===== src/hdl/owse_pkg.sv =====
// Shared constants for the one-wire master slot engine: command codes, phase codes,
// configuration indexes, reset values and result beat bit positions.
// No dependencies.
`default_nettype none

package owse_pkg;

  localparam int BYTE_BITS = 8;

  localparam int IN_TDATA_W  = 16;
  localparam int OUT_TDATA_W = 16;
  localparam int CFG_IDX_W   = 3;
  localparam int CFG_DATA_W  = 10;

  localparam logic [1:0] ACT_NONE  = 2'd0;
  localparam logic [1:0] ACT_RESET = 2'd1;
  localparam logic [1:0] ACT_WRITE = 2'd2;
  localparam logic [1:0] ACT_READ  = 2'd3;

  localparam logic [3:0] PH_IDLE      = 4'd0;
  localparam logic [3:0] PH_R_HIGH    = 4'd1;
  localparam logic [3:0] PH_R_LOW     = 4'd2;
  localparam logic [3:0] PH_R_WAIT    = 4'd3;
  localparam logic [3:0] PH_R_WIN     = 4'd4;
  localparam logic [3:0] PH_W_LOW     = 4'd5;
  localparam logic [3:0] PH_W_BIT     = 4'd6;
  localparam logic [3:0] PH_RD_LEAD   = 4'd7;
  localparam logic [3:0] PH_RD_LOW    = 4'd8;
  localparam logic [3:0] PH_RD_SAMPLE = 4'd9;
  localparam logic [3:0] PH_RD_REC    = 4'd10;

  localparam logic [CFG_IDX_W-1:0] CFG_RESET_LOW    = 3'd0;
  localparam logic [CFG_IDX_W-1:0] CFG_PRES_TIMEOUT = 3'd1;
  localparam logic [CFG_IDX_W-1:0] CFG_PRES_WINDOW  = 3'd2;
  localparam logic [CFG_IDX_W-1:0] CFG_WR_START     = 3'd3;
  localparam logic [CFG_IDX_W-1:0] CFG_WR_BIT       = 3'd4;
  localparam logic [CFG_IDX_W-1:0] CFG_RD_START     = 3'd5;
  localparam logic [CFG_IDX_W-1:0] CFG_RD_SAMPLE    = 3'd6;
  localparam logic [CFG_IDX_W-1:0] CFG_RD_RECOVERY  = 3'd7;

  localparam logic [9:0] RST_RESET_LOW    = 10'd750;
  localparam logic [7:0] RST_PRES_TIMEOUT = 8'd60;
  localparam logic [9:0] RST_PRES_WINDOW  = 10'd480;
  localparam logic [7:0] RST_WR_START     = 8'd10;
  localparam logic [7:0] RST_WR_BIT       = 8'd50;
  localparam logic [7:0] RST_RD_START     = 8'd1;
  localparam logic [7:0] RST_RD_SAMPLE    = 8'd5;
  localparam logic [7:0] RST_RD_RECOVERY  = 8'd55;

  localparam int R_HIGH_TICKS  = 5;
  localparam int RD_LEAD_TICKS = 2;

  localparam int OUT_DEN_BIT  = 0;
  localparam int OUT_LVL_BIT  = 1;
  localparam int OUT_BUSY_BIT = 2;
  localparam int OUT_DONE_BIT = 3;
  localparam int OUT_FAIL_BIT = 4;

  typedef struct packed {
    logic [9:0] reset_low;
    logic [7:0] pres_timeout;
    logic [9:0] pres_window;
    logic [7:0] wr_start;
    logic [7:0] wr_bit;
    logic [7:0] rd_start;
    logic [7:0] rd_sample;
    logic [7:0] rd_recovery;
  } owse_cfg_t;

endpackage

`default_nettype wire


===== src/hdl/one_wire_master_slot_engine.sv =====
// One-wire bus master slot engine: input register, single-pass phase sequencer, result
// register and configuration registers. Depends on owse_pkg.
//
// Usage: one beat on the s_axis channel per clock cycle at most. Each beat carries a tick
// flag (one microsecond passed), a command in tuser, a write byte and the sampled line
// level. While idle, a command beat starts a bus reset, a byte write or a byte read; commands
// given while busy are ignored. Every input beat yields exactly one result beat on m_axis
// with the pin drive enable, pin level, busy, done pulse, presence failure flag and the
// last byte read. Phases of zero length are crossed within the same beat.
// Result path: the input register captures an input beat, then the result register takes it
// from the input register. Throughput: one beat per cycle while m_axis_tready keeps the result
// register drained; the sequencer state updates in the cycle the input register hands
// its beat to the result register.
// Stall: while the result register holds an untaken beat, one further input beat is held
// in the input register, then s_axis_tready drops.
// Reset: all timing registers return to their defaults, the sequencer is idle, the pin is
// driven high, no beats are held. Configuration writes are taken on any cycle with
// cfg_we_i high and must only be issued while no command is in progress.
`default_nettype none

module one_wire_master_slot_engine
  import owse_pkg::*;
#(
  parameter int TICK_COUNT_WIDTH = 10
) (
  input  wire logic                   clk_i,
  input  wire logic                   rst_ni,
  input  wire logic                   s_axis_tvalid,
  output      logic                   s_axis_tready,
  // [0] tick, [8:1] wr_byte, [9] line_in, [15:10] zero
  input  wire logic [IN_TDATA_W-1:0]  s_axis_tdata,
  // [1:0] action
  input  wire logic [1:0]             s_axis_tuser,
  output      logic                   m_axis_tvalid,
  input  wire logic                   m_axis_tready,
  // [0] pin_drive_enable, [1] pin_level, [2] busy_res, [3] done_res,
  // [4] presence_fail, [12:5] rd_byte, [15:13] zero
  output      logic [OUT_TDATA_W-1:0] m_axis_tdata,
  input  wire logic                   cfg_we_i,
  input  wire logic [CFG_IDX_W-1:0]   cfg_idx_i,
  input  wire logic [CFG_DATA_W-1:0]  cfg_data_i
);

  localparam int TW = TICK_COUNT_WIDTH;
  localparam int CW = (TW > 10) ? TW : 10;

  typedef struct packed {
    logic [3:0]           phase;
    logic [TW-1:0]        slot;
    logic [2:0]           bit_idx;
    logic [BYTE_BITS-1:0] shift;
    logic [7:0]           pwait;
    logic                 den;
    logic                 dlv;
    logic                 fail;
    logic [BYTE_BITS-1:0] last;
    logic [9:0]           win;
  } eng_t;

  typedef struct packed {
    eng_t st;
    logic tk;
    logic done;
    logic stop;
  } work_t;

  localparam eng_t ENG_RESET = '{
    phase: PH_IDLE, slot: '0, bit_idx: '0, shift: '0, pwait: '0,
    den: 1'b1, dlv: 1'b1, fail: 1'b0, last: '0, win: '0
  };

  function automatic eng_t enter(eng_t s, logic [3:0] ph, logic en, logic lv);
    eng_t r;
    r       = s;
    r.phase = ph;
    r.slot  = '0;
    r.den   = en;
    r.dlv   = lv;
    return r;
  endfunction

  function automatic logic [CW-1:0] dur_of(logic [3:0] ph, owse_cfg_t c, logic [9:0] win);
    logic [CW-1:0] d;
    case (ph)
      PH_R_HIGH:    d = CW'(R_HIGH_TICKS);
      PH_R_LOW:     d = CW'(c.reset_low);
      PH_R_WIN:     d = CW'(win);
      PH_W_LOW:     d = CW'(c.wr_start);
      PH_W_BIT:     d = CW'(c.wr_bit);
      PH_RD_LEAD:   d = CW'(RD_LEAD_TICKS);
      PH_RD_LOW:    d = CW'(c.rd_start);
      PH_RD_SAMPLE: d = CW'(c.rd_sample);
      PH_RD_REC:    d = CW'(c.rd_recovery);
      default:      d = '0;
    endcase
    return d;
  endfunction

  function automatic work_t step(work_t w, owse_cfg_t c, logic line);
    work_t         r;
    logic [TW-1:0] cnt;
    logic          last_bit;
    r        = w;
    cnt      = w.st.slot;
    last_bit = (w.st.bit_idx == 3'(BYTE_BITS - 1));
    if (!w.stop && w.st.phase != PH_IDLE) begin
      if (w.st.phase == PH_R_WAIT) begin
        if (!line) begin
          r.st.win = (c.pres_window > {2'b00, w.st.pwait}) ?
                     c.pres_window - {2'b00, w.st.pwait} : '0;
          r.st     = enter(r.st, PH_R_WIN, 1'b1, 1'b1);
          r.tk     = 1'b0;
        end else begin
          r.stop = 1'b1;
          if (w.tk) begin
            r.tk = 1'b0;
            if (w.st.pwait >= c.pres_timeout) begin
              r.st.fail = 1'b1;
              r.done    = 1'b1;
              r.st      = enter(r.st, PH_IDLE, 1'b0, 1'b1);
            end else begin
              r.st.pwait = w.st.pwait + 8'd1;
            end
          end
        end
      end else begin
        if (w.tk) begin
          r.tk = 1'b0;
          if (cnt != '1) begin
            cnt = cnt + TW'(1);
          end
        end
        r.st.slot = cnt;
        if (CW'(cnt) < dur_of(w.st.phase, c, w.st.win)) begin
          r.stop = 1'b1;
        end else begin
          case (w.st.phase)
            PH_R_HIGH: r.st = enter(r.st, PH_R_LOW, 1'b1, 1'b0);
            PH_R_LOW:  r.st = enter(r.st, PH_R_WAIT, 1'b0, 1'b1);
            PH_R_WIN: begin
              r.st.fail = 1'b0;
              r.done    = 1'b1;
              r.st      = enter(r.st, PH_IDLE, 1'b1, 1'b1);
            end
            PH_W_LOW: r.st = enter(r.st, PH_W_BIT, 1'b1, w.st.shift[0]);
            PH_W_BIT: begin
              r.st.shift = w.st.shift >> 1;
              if (last_bit) begin
                r.st.bit_idx = '0;
                r.done       = 1'b1;
                r.st         = enter(r.st, PH_IDLE, 1'b1, 1'b1);
              end else begin
                r.st.bit_idx = w.st.bit_idx + 3'd1;
                r.st         = enter(r.st, PH_W_LOW, 1'b1, 1'b0);
              end
            end
            PH_RD_LEAD: r.st = enter(r.st, PH_RD_LOW, 1'b1, 1'b0);
            PH_RD_LOW:  r.st = enter(r.st, PH_RD_SAMPLE, 1'b0, 1'b1);
            PH_RD_SAMPLE: begin
              r.st.shift = {line, w.st.shift[BYTE_BITS-1:1]};
              r.st       = enter(r.st, PH_RD_REC, 1'b0, 1'b1);
            end
            PH_RD_REC: begin
              if (last_bit) begin
                r.st.bit_idx = '0;
                r.done       = 1'b1;
                r.st.last    = w.st.shift;
                r.st         = enter(r.st, PH_IDLE, 1'b1, 1'b1);
              end else begin
                r.st.bit_idx = w.st.bit_idx + 3'd1;
                r.st         = enter(r.st, PH_RD_LOW, 1'b1, 1'b0);
              end
            end
            default: r.st = enter(r.st, PH_IDLE, 1'b1, 1'b1);
          endcase
        end
      end
    end
    return r;
  endfunction

  owse_cfg_t cfg_q;

  logic                 in_vld_q;
  logic                 in_tick_q;
  logic [1:0]           in_act_q;
  logic [BYTE_BITS-1:0] in_wr_q;
  logic                 in_line_q;

  logic                   out_vld_q;
  logic [OUT_TDATA_W-1:0] out_data_q;
  logic [OUT_TDATA_W-1:0] out_data_d;

  eng_t  state_q;
  eng_t  state_d;
  work_t w0, w1, w2, w3, w4, wf;
  logic  adv;
  logic  wr_loop_zero;
  logic  rd_loop_zero;
  logic  in_wr_loop;
  logic  in_rd_loop;
  logic [3:0] rd_left;

  assign adv           = in_vld_q && (!out_vld_q || m_axis_tready);
  assign s_axis_tready = !in_vld_q || adv;

  always_ff @(posedge clk_i or negedge rst_ni) begin
    if (!rst_ni) begin
      cfg_q <= '{
        reset_low: RST_RESET_LOW, pres_timeout: RST_PRES_TIMEOUT,
        pres_window: RST_PRES_WINDOW, wr_start: RST_WR_START, wr_bit: RST_WR_BIT,
        rd_start: RST_RD_START, rd_sample: RST_RD_SAMPLE, rd_recovery: RST_RD_RECOVERY
      };
    end else if (cfg_we_i) begin
      unique case (cfg_idx_i)
        CFG_RESET_LOW:    cfg_q.reset_low    <= cfg_data_i;
        CFG_PRES_TIMEOUT: cfg_q.pres_timeout <= cfg_data_i[7:0];
        CFG_PRES_WINDOW:  cfg_q.pres_window  <= cfg_data_i;
        CFG_WR_START:     cfg_q.wr_start     <= cfg_data_i[7:0];
        CFG_WR_BIT:       cfg_q.wr_bit       <= cfg_data_i[7:0];
        CFG_RD_START:     cfg_q.rd_start     <= cfg_data_i[7:0];
        CFG_RD_SAMPLE:    cfg_q.rd_sample    <= cfg_data_i[7:0];
        CFG_RD_RECOVERY:  cfg_q.rd_recovery  <= cfg_data_i[7:0];
        default: ;
      endcase
    end
  end

  always_comb begin
    w0.st   = state_q;
    w0.tk   = in_tick_q;
    w0.done = 1'b0;
    w0.stop = 1'b0;
    if (state_q.phase == PH_IDLE) begin
      w0.tk = 1'b0;
      case (in_act_q)
        ACT_RESET: begin
          w0.st.pwait = '0;
          w0.st       = enter(w0.st, PH_R_HIGH, 1'b1, 1'b1);
        end
        ACT_WRITE: begin
          w0.st.shift   = in_wr_q;
          w0.st.bit_idx = '0;
          w0.st         = enter(w0.st, PH_W_LOW, 1'b1, 1'b0);
        end
        ACT_READ: begin
          w0.st.shift   = '0;
          w0.st.bit_idx = '0;
          w0.st         = enter(w0.st, PH_RD_LEAD, 1'b1, 1'b1);
        end
        default: ;
      endcase
    end
  end

  assign w1 = step(w0, cfg_q, in_line_q);
  assign w2 = step(w1, cfg_q, in_line_q);
  assign w3 = step(w2, cfg_q, in_line_q);
  assign w4 = step(w3, cfg_q, in_line_q);

  // Slot loops whose phases are all zero length run to the end of the byte in this beat.
  assign wr_loop_zero = (cfg_q.wr_start == '0) && (cfg_q.wr_bit == '0);
  assign rd_loop_zero = (cfg_q.rd_start == '0) && (cfg_q.rd_sample == '0) &&
                        (cfg_q.rd_recovery == '0);
  assign in_wr_loop   = (w4.st.phase == PH_W_LOW) || (w4.st.phase == PH_W_BIT);
  assign in_rd_loop   = (w4.st.phase == PH_RD_LOW) || (w4.st.phase == PH_RD_SAMPLE) ||
                        (w4.st.phase == PH_RD_REC);
  assign rd_left      = (w4.st.phase == PH_RD_REC) ?
                        4'(BYTE_BITS - 1) - {1'b0, w4.st.bit_idx} :
                        4'(BYTE_BITS) - {1'b0, w4.st.bit_idx};

  always_comb begin
    wf = w4;
    if (!w4.stop && in_wr_loop && wr_loop_zero) begin
      wf.st.bit_idx = '0;
      wf.done       = 1'b1;
      wf.st         = enter(wf.st, PH_IDLE, 1'b1, 1'b1);
    end else if (!w4.stop && in_rd_loop && rd_loop_zero) begin
      wf.st.shift   = (w4.st.shift >> rd_left) |
                      (in_line_q ? ~({BYTE_BITS{1'b1}} >> rd_left) : '0);
      wf.st.last    = wf.st.shift;
      wf.st.bit_idx = '0;
      wf.done       = 1'b1;
      wf.st         = enter(wf.st, PH_IDLE, 1'b1, 1'b1);
    end
  end

  assign state_d    = wf.st;
  assign out_data_d = {3'b000, wf.st.last, wf.st.fail, wf.done,
                       (wf.st.phase != PH_IDLE), wf.st.dlv, wf.st.den};

  always_ff @(posedge clk_i or negedge rst_ni) begin
    if (!rst_ni) begin
      in_vld_q  <= 1'b0;
      out_vld_q <= 1'b0;
      state_q   <= ENG_RESET;
    end else begin
      if (s_axis_tready) begin
        in_vld_q <= s_axis_tvalid;
      end
      if (adv) begin
        out_vld_q <= 1'b1;
        state_q   <= state_d;
      end else if (m_axis_tready) begin
        out_vld_q <= 1'b0;
      end
    end
  end

  always_ff @(posedge clk_i) begin
    if (s_axis_tready && s_axis_tvalid) begin
      in_tick_q <= s_axis_tdata[0];
      in_wr_q   <= s_axis_tdata[BYTE_BITS:1];
      in_line_q <= s_axis_tdata[BYTE_BITS+1];
      in_act_q  <= s_axis_tuser;
    end
    if (adv) begin
      out_data_q <= out_data_d;
    end
  end

  assign m_axis_tvalid = out_vld_q;
  assign m_axis_tdata  = out_data_q;

endmodule

`default_nettype wire


===== config.mk =====
export PLATFORM = sky130hd
export DESIGN_NAME = one_wire_master_slot_engine
export DESIGN_NICKNAME = d
export VERILOG_FILES = /design/src/hdl/owse_pkg.sv /design/src/hdl/one_wire_master_slot_engine.sv
export SDC_FILE = /design/constraint.sdc
export NUM_CORES = 1
export LEC_CHECK = 0
export BUFFER_PORTS_ARGS = -buffer_cell sky130_fd_sc_hd__clkbuf_2
export CORE_UTILIZATION = 60
export CTS_BUF_LIST = sky130_fd_sc_hd__clkbuf_16
export CTS_CLUSTER_DIAMETER = 100
export DETAILED_ROUTE_END_ITERATION = 8
export PLACE_DENSITY = 0.83
export SLEW_MARGIN = 20
export SYNTH_ARGS = -nofsm -noshare
export SYNTH_HDL_FRONTEND = slang
export SYNTH_SLANG_ARGS = --single-unit

===== constraint.sdc =====
create_clock -name clk_i -period 26.5 [get_ports clk_i]
set_clock_uncertainty 0.05 [all_clocks]
set_input_delay 5.3 -clock clk_i [delete_from_list [all_inputs] [get_ports clk_i]]
set_output_delay 5.3 -clock clk_i [all_outputs]
set_load 0.01 [all_outputs]

==> impl_metrics.py <==
metrics = {
    "logic_synthesis": {
        "synth_top_area_cell": "dfrtp_1",
        "synth_warnings": 0,
        "synth_xor_area_share_pct": 2.810,
        "avgSynthCellArea_um2": 8.219,
        "synth_seq_area_share_pct": 25.86,
        "synth_area_um2": 15050,
        "synth_top_area_share_pct": 15.63,
        "async_reset_ff_share_pct": 83.22,
        "synth_ff_type": "dfrtp_1",
        "synth_seq_cells": 149,
        "netlist_top_cells_area": "dfrtp_1, ha_1, mux2_2",
        "synth_top_family_by_area": "compound AO/OA/AOI/OAI gates",
        "syn_inst": 1831,
        "synth_compound_area_share_pct": 28.03,
        "synth.distinct_cells": 124,
        "synthSimpleGateAreaFrac_pct": 20.73,
        "synthAdderAreaFrac_pct": 6.967,
        "synth_edf_count": 25,
        "muxShareOfSynthArea_pct": 10.61,
    },
    "worst_setup_path": {
        "critPathMaxStageDelay_ps": 840,
        "crit_type": "register to register",
        "r2r_start": "state_q[52]$_DFFE_PN0P_",
        "r2r_cells": 80,
        "required_ps": 26820,
        "path_max_fanout": 40,
        "r2r_end": "state_q[11]$_DFFE_PN0P_",
        "crit_arrival_ps": 21470,
        "path_delay_family": "simple AND/OR/NAND/NOR gates",
        "critical_path_buf_inv_count": 5,
        "startpoint": "state_q[52]$_DFFE_PN0P_",
        "start_kind": "register",
        "rrSetupSlack_ps": 5350,
        "end_kind": "register",
        "slowest_stage": "nor3_1",
    },
    "route": {
        "via_count": 15483,
        "drt-total-wl_um": 56690,
        "wirelength_met1_um": 22460,
        "vias_per_cell": 7.175,
        "wl_met2_um": 24240,
        "wl_met3_um": 7813,
        "antenna_left": 0,
        "drc": 0,
        "wire_per_inst_um": 26.27,
        "first_iter_violations": 2484,
        "highest-signal-layer": "met5",
        "dr.pass1.iters": 6,
    },
    "clock_network": {
        "clk_latency_ps": 450,
        "root_buffer": "clkbuf_16",
        "cts_setup_buffers": 0,
        "htree_levels": 4,
        "ctsHoldBuffers": 0,
        "cts_resized": 0,
        "path_clk_slew_ps": 70,
        "numCtsBuffers": 17,
        "clock-sinks": 149,
        "clock_path_buffers": 2,
        "cts_tree": "yes",
    },
    "floorplan": {
        "die_h_um": 160.4,
        "die_w_um": 160.4,
        "rows": 57,
        "die-area_um2": 25720,
        "core_area_um2": 24460,
        "start_util_pct": 61.52,
        "pin_count": 54,
    },
    "sta": {
        "finalHoldViolations": 0,
        "relSlewSlack_pct": 23.45,
        "worst_pin_slew_ps": 1138,
        "fmax_mhz": 47.29,
        "drv_slew": 0,
        "setup_tns_ps": 0,
        "fin_crit_sh_pct": 79.80,
        "fin_crit_ps": 21150,
        "setup_viol": 0,
        "rsz0062_at_grt": "false",
    },
    "worst_hold_path": {
        "whs_endpoint": "state_q[22]$_DFFE_PN0P_",
        "min_from": "state_q[22]$_DFFE_PN0P_",
        "hold_depth": 2,
        "min_path_type": "register to register",
    },
    "cells_and_area": {
        "nets": 1939,
        "nFillCells": 2127,
        "drive_gt1_share_pct": 15.98,
        "syn2layout_area_growth_pct": 6.526,
        "n_antenna_cell": 0,
    },
    "global_routing": {
        "gr-total-overflow": 0,
        "grt_start_max_net_pins": 64,
        "track_usage_pct": 44.18,
        "antenna_found_initial": 2,
        "first_global_vias": 14402,
        "grt_pass1_wl_um": 86860,
    },
    "job": {
        "max_cap_viol_count": 0,
    },
    "place": {
        "dp_hpwl_um": 43000,
        "port_buffers": 44,
        "place_congestion": 1.050,
    },
    "run_status": {
        "status": "finished clean",
    },
}
-- cell families after synthesis --
kind of cell	after synthesis
AND/OR/NAND/NOR	637
AO/OA/AOI/OAI	598
buffers and inverters	177
flip-flops	149
multiplexers	143
adder cells (fa/ha/maj)	82
XOR/XNOR	44
other	1
-- synth_stat cells, types with 8 or more instances --
| library cell | n |
|---|---|
| nand2_1 | 224 |
| nor2_1 | 147 |
| a21oi_1 | 140 |
| o21ai_0 | 121 |
| dfrtp_1 | 94 |
| mux2_2 | 83 |
| ha_1 | 79 |
| clkbuf_1 | 70 |
| inv_1 | 67 |
| mux2i_1 | 52 |
| a21o_1 | 37 |
| nor3_1 | 35 |
| a22o_1 | 34 |
| nand3_1 | 32 |
| dfstp_2 | 30 |
| nor2b_1 | 28 |
| xnor2_1 | 28 |
| a211oi_1 | 25 |
| edfxtp_1 | 25 |
| nand4_1 | 25 |
| and3_1 | 24 |
| a22oi_1 | 21 |
| a31oi_1 | 21 |
| nor4_1 | 20 |
| nand2b_1 | 18 |
| o22ai_1 | 17 |
| and2_1 | 15 |
| a221oi_1 | 14 |
| xor2_1 | 14 |
| buf_2 | 12 |
| o31ai_1 | 12 |
| buf_1 | 11 |
| nor3b_1 | 11 |
| or3_1 | 11 |
| o211ai_1 | 10 |
| o221ai_1 | 9 |
| o21ai_1 | 8 |
-- cell usage in the layout, fill, tap and decap left out, types with 7 or more instances in the layout --
| cell | Yosys | layout |
|---|---|---|
| mux2i_1 | 52 | 52 |
| a21o_1 | 37 | 37 |
| o211ai_1 | 10 | 10 |
| nor3b_1 | 11 | 11 |
| xnor2_1 | 28 | 28 |
| mux2_2 | 83 | 83 |
| or3_1 | 11 | 11 |
| dfstp_2 | 30 | 30 |
| o22ai_1 | 17 | 17 |
| nand3_1 | 32 | 32 |
| a211oi_1 | 25 | 25 |
| edfxtp_1 | 25 | 25 |
| inv_1 | 67 | 69 |
| nand2_1 | 224 | 223 |
| nor2_1 | 147 | 147 |
| dfrtp_1 | 94 | 94 |
| o21ai_0 | 121 | 120 |
| nand2b_1 | 18 | 18 |
| nor3_1 | 35 | 35 |
| nor4_1 | 20 | 20 |
| buf_4 | 7 | 32 |
| o21ai_1 | 8 | 9 |
| xor2_1 | 14 | 14 |
| nand4_1 | 25 | 25 |
| a221oi_1 | 14 | 14 |
| o21a_1 | 7 | 7 |
| o221ai_1 | 9 | 9 |
| and2_1 | 15 | 15 |
| a22oi_1 | 21 | 21 |
| ha_1 | 79 | 79 |
| o31ai_1 | 12 | 12 |
| a21oi_1 | 140 | 140 |
| and3_1 | 24 | 24 |
| clkbuf_2 | 1 | 43 |
| a31o_2 | 7 | 7 |
| nor2b_1 | 28 | 28 |
| a22o_1 | 34 | 34 |
| a31oi_1 | 21 | 21 |
| clkbuf_16 | 0 | 17 |
-- stage by stage --
step | utilization [%] | instances | area [um2] | worst slack [ps] | hold WS [ps]
detailed placement | 63.11 | 2126 | 15440 | 6034 | 418.4
CTS | 65.54 | 2158 | 16030 | 5970 | 433.0
global route | 65.54 | 2158 | 16030 | 4261 | 466.1
floorplan | - | 1833 | 15060 | 9634 | 390.2
global placement | 63.11 | 2126 | 15440 | 6224 | 405.8
finish | 65.54 | 2158 | 16030 | 5353 | 436.7
-- state kept, by name, indices dropped and copies added, names as in the netlist --
signal,flops
in_tick_q,1
in_wr_q,8
in_line_q,1
cfg_q,68
state_q,54
m_axis_tdata,13
m_axis_tvalid,1
in_vld_q,1
in_act_q,2
-- metal layers --
| metal | vias up | GRT usage [%] |
|---|---|---|
| met5 | - | 0 |
| met4 | 2 | 15.93 |
| met3 | 172 | 13.12 |
| met2 | 1100 | 65.55 |
| met1 | 7372 | 60.80 |
| li1 | 6837 | - |
-- worst max-delay path by stage --
stage,end,slack [ps],cells after the start
floorplan,state_q[16]$_DFFE_PN0P_,9630,88
detailed placement,state_q[14]$_DFFE_PN0P_,6030,82
finish,state_q[11]$_DFFE_PN0P_,5350,80
CTS,state_q[16]$_DFFE_PN0P_,5970,80
global placement,state_q[16]$_DFFE_PN0P_,6220,75
global route,state_q[16]$_DFFE_PN0P_,4260,83
-- worst reg2reg max path: cells and delay by family (launching register included) --
family                     cells  cell delay (ps)
and+or+nand+nor               31             8420
DFF                            1              370
xor gates and xnor gates       2              700
adders and majority gates      6             2120
muxes                          1              190
AOI/OAI and AO/OA             35             8070
buffers and inverters          5             1150
-- final cells by class --
cell class / instances / area (um2) / share of cell area, %
clock buffer: 17 / 425.4 / 2.654
clock inverter: 15 / 167.7 / 1.046
timing repair buffer: 75 / 455.4 / 2.841
tap: 324 / 405.4 / 2.529
multi-input combinational: 1507 / 10420 / 65.00
inverter: 71 / 266.5 / 1.662
sequential: 149 / 3891 / 24.27
Power is not shown: default switching activity piles up to over one toggle a cycle in this logic, so the estimate is an artifact.
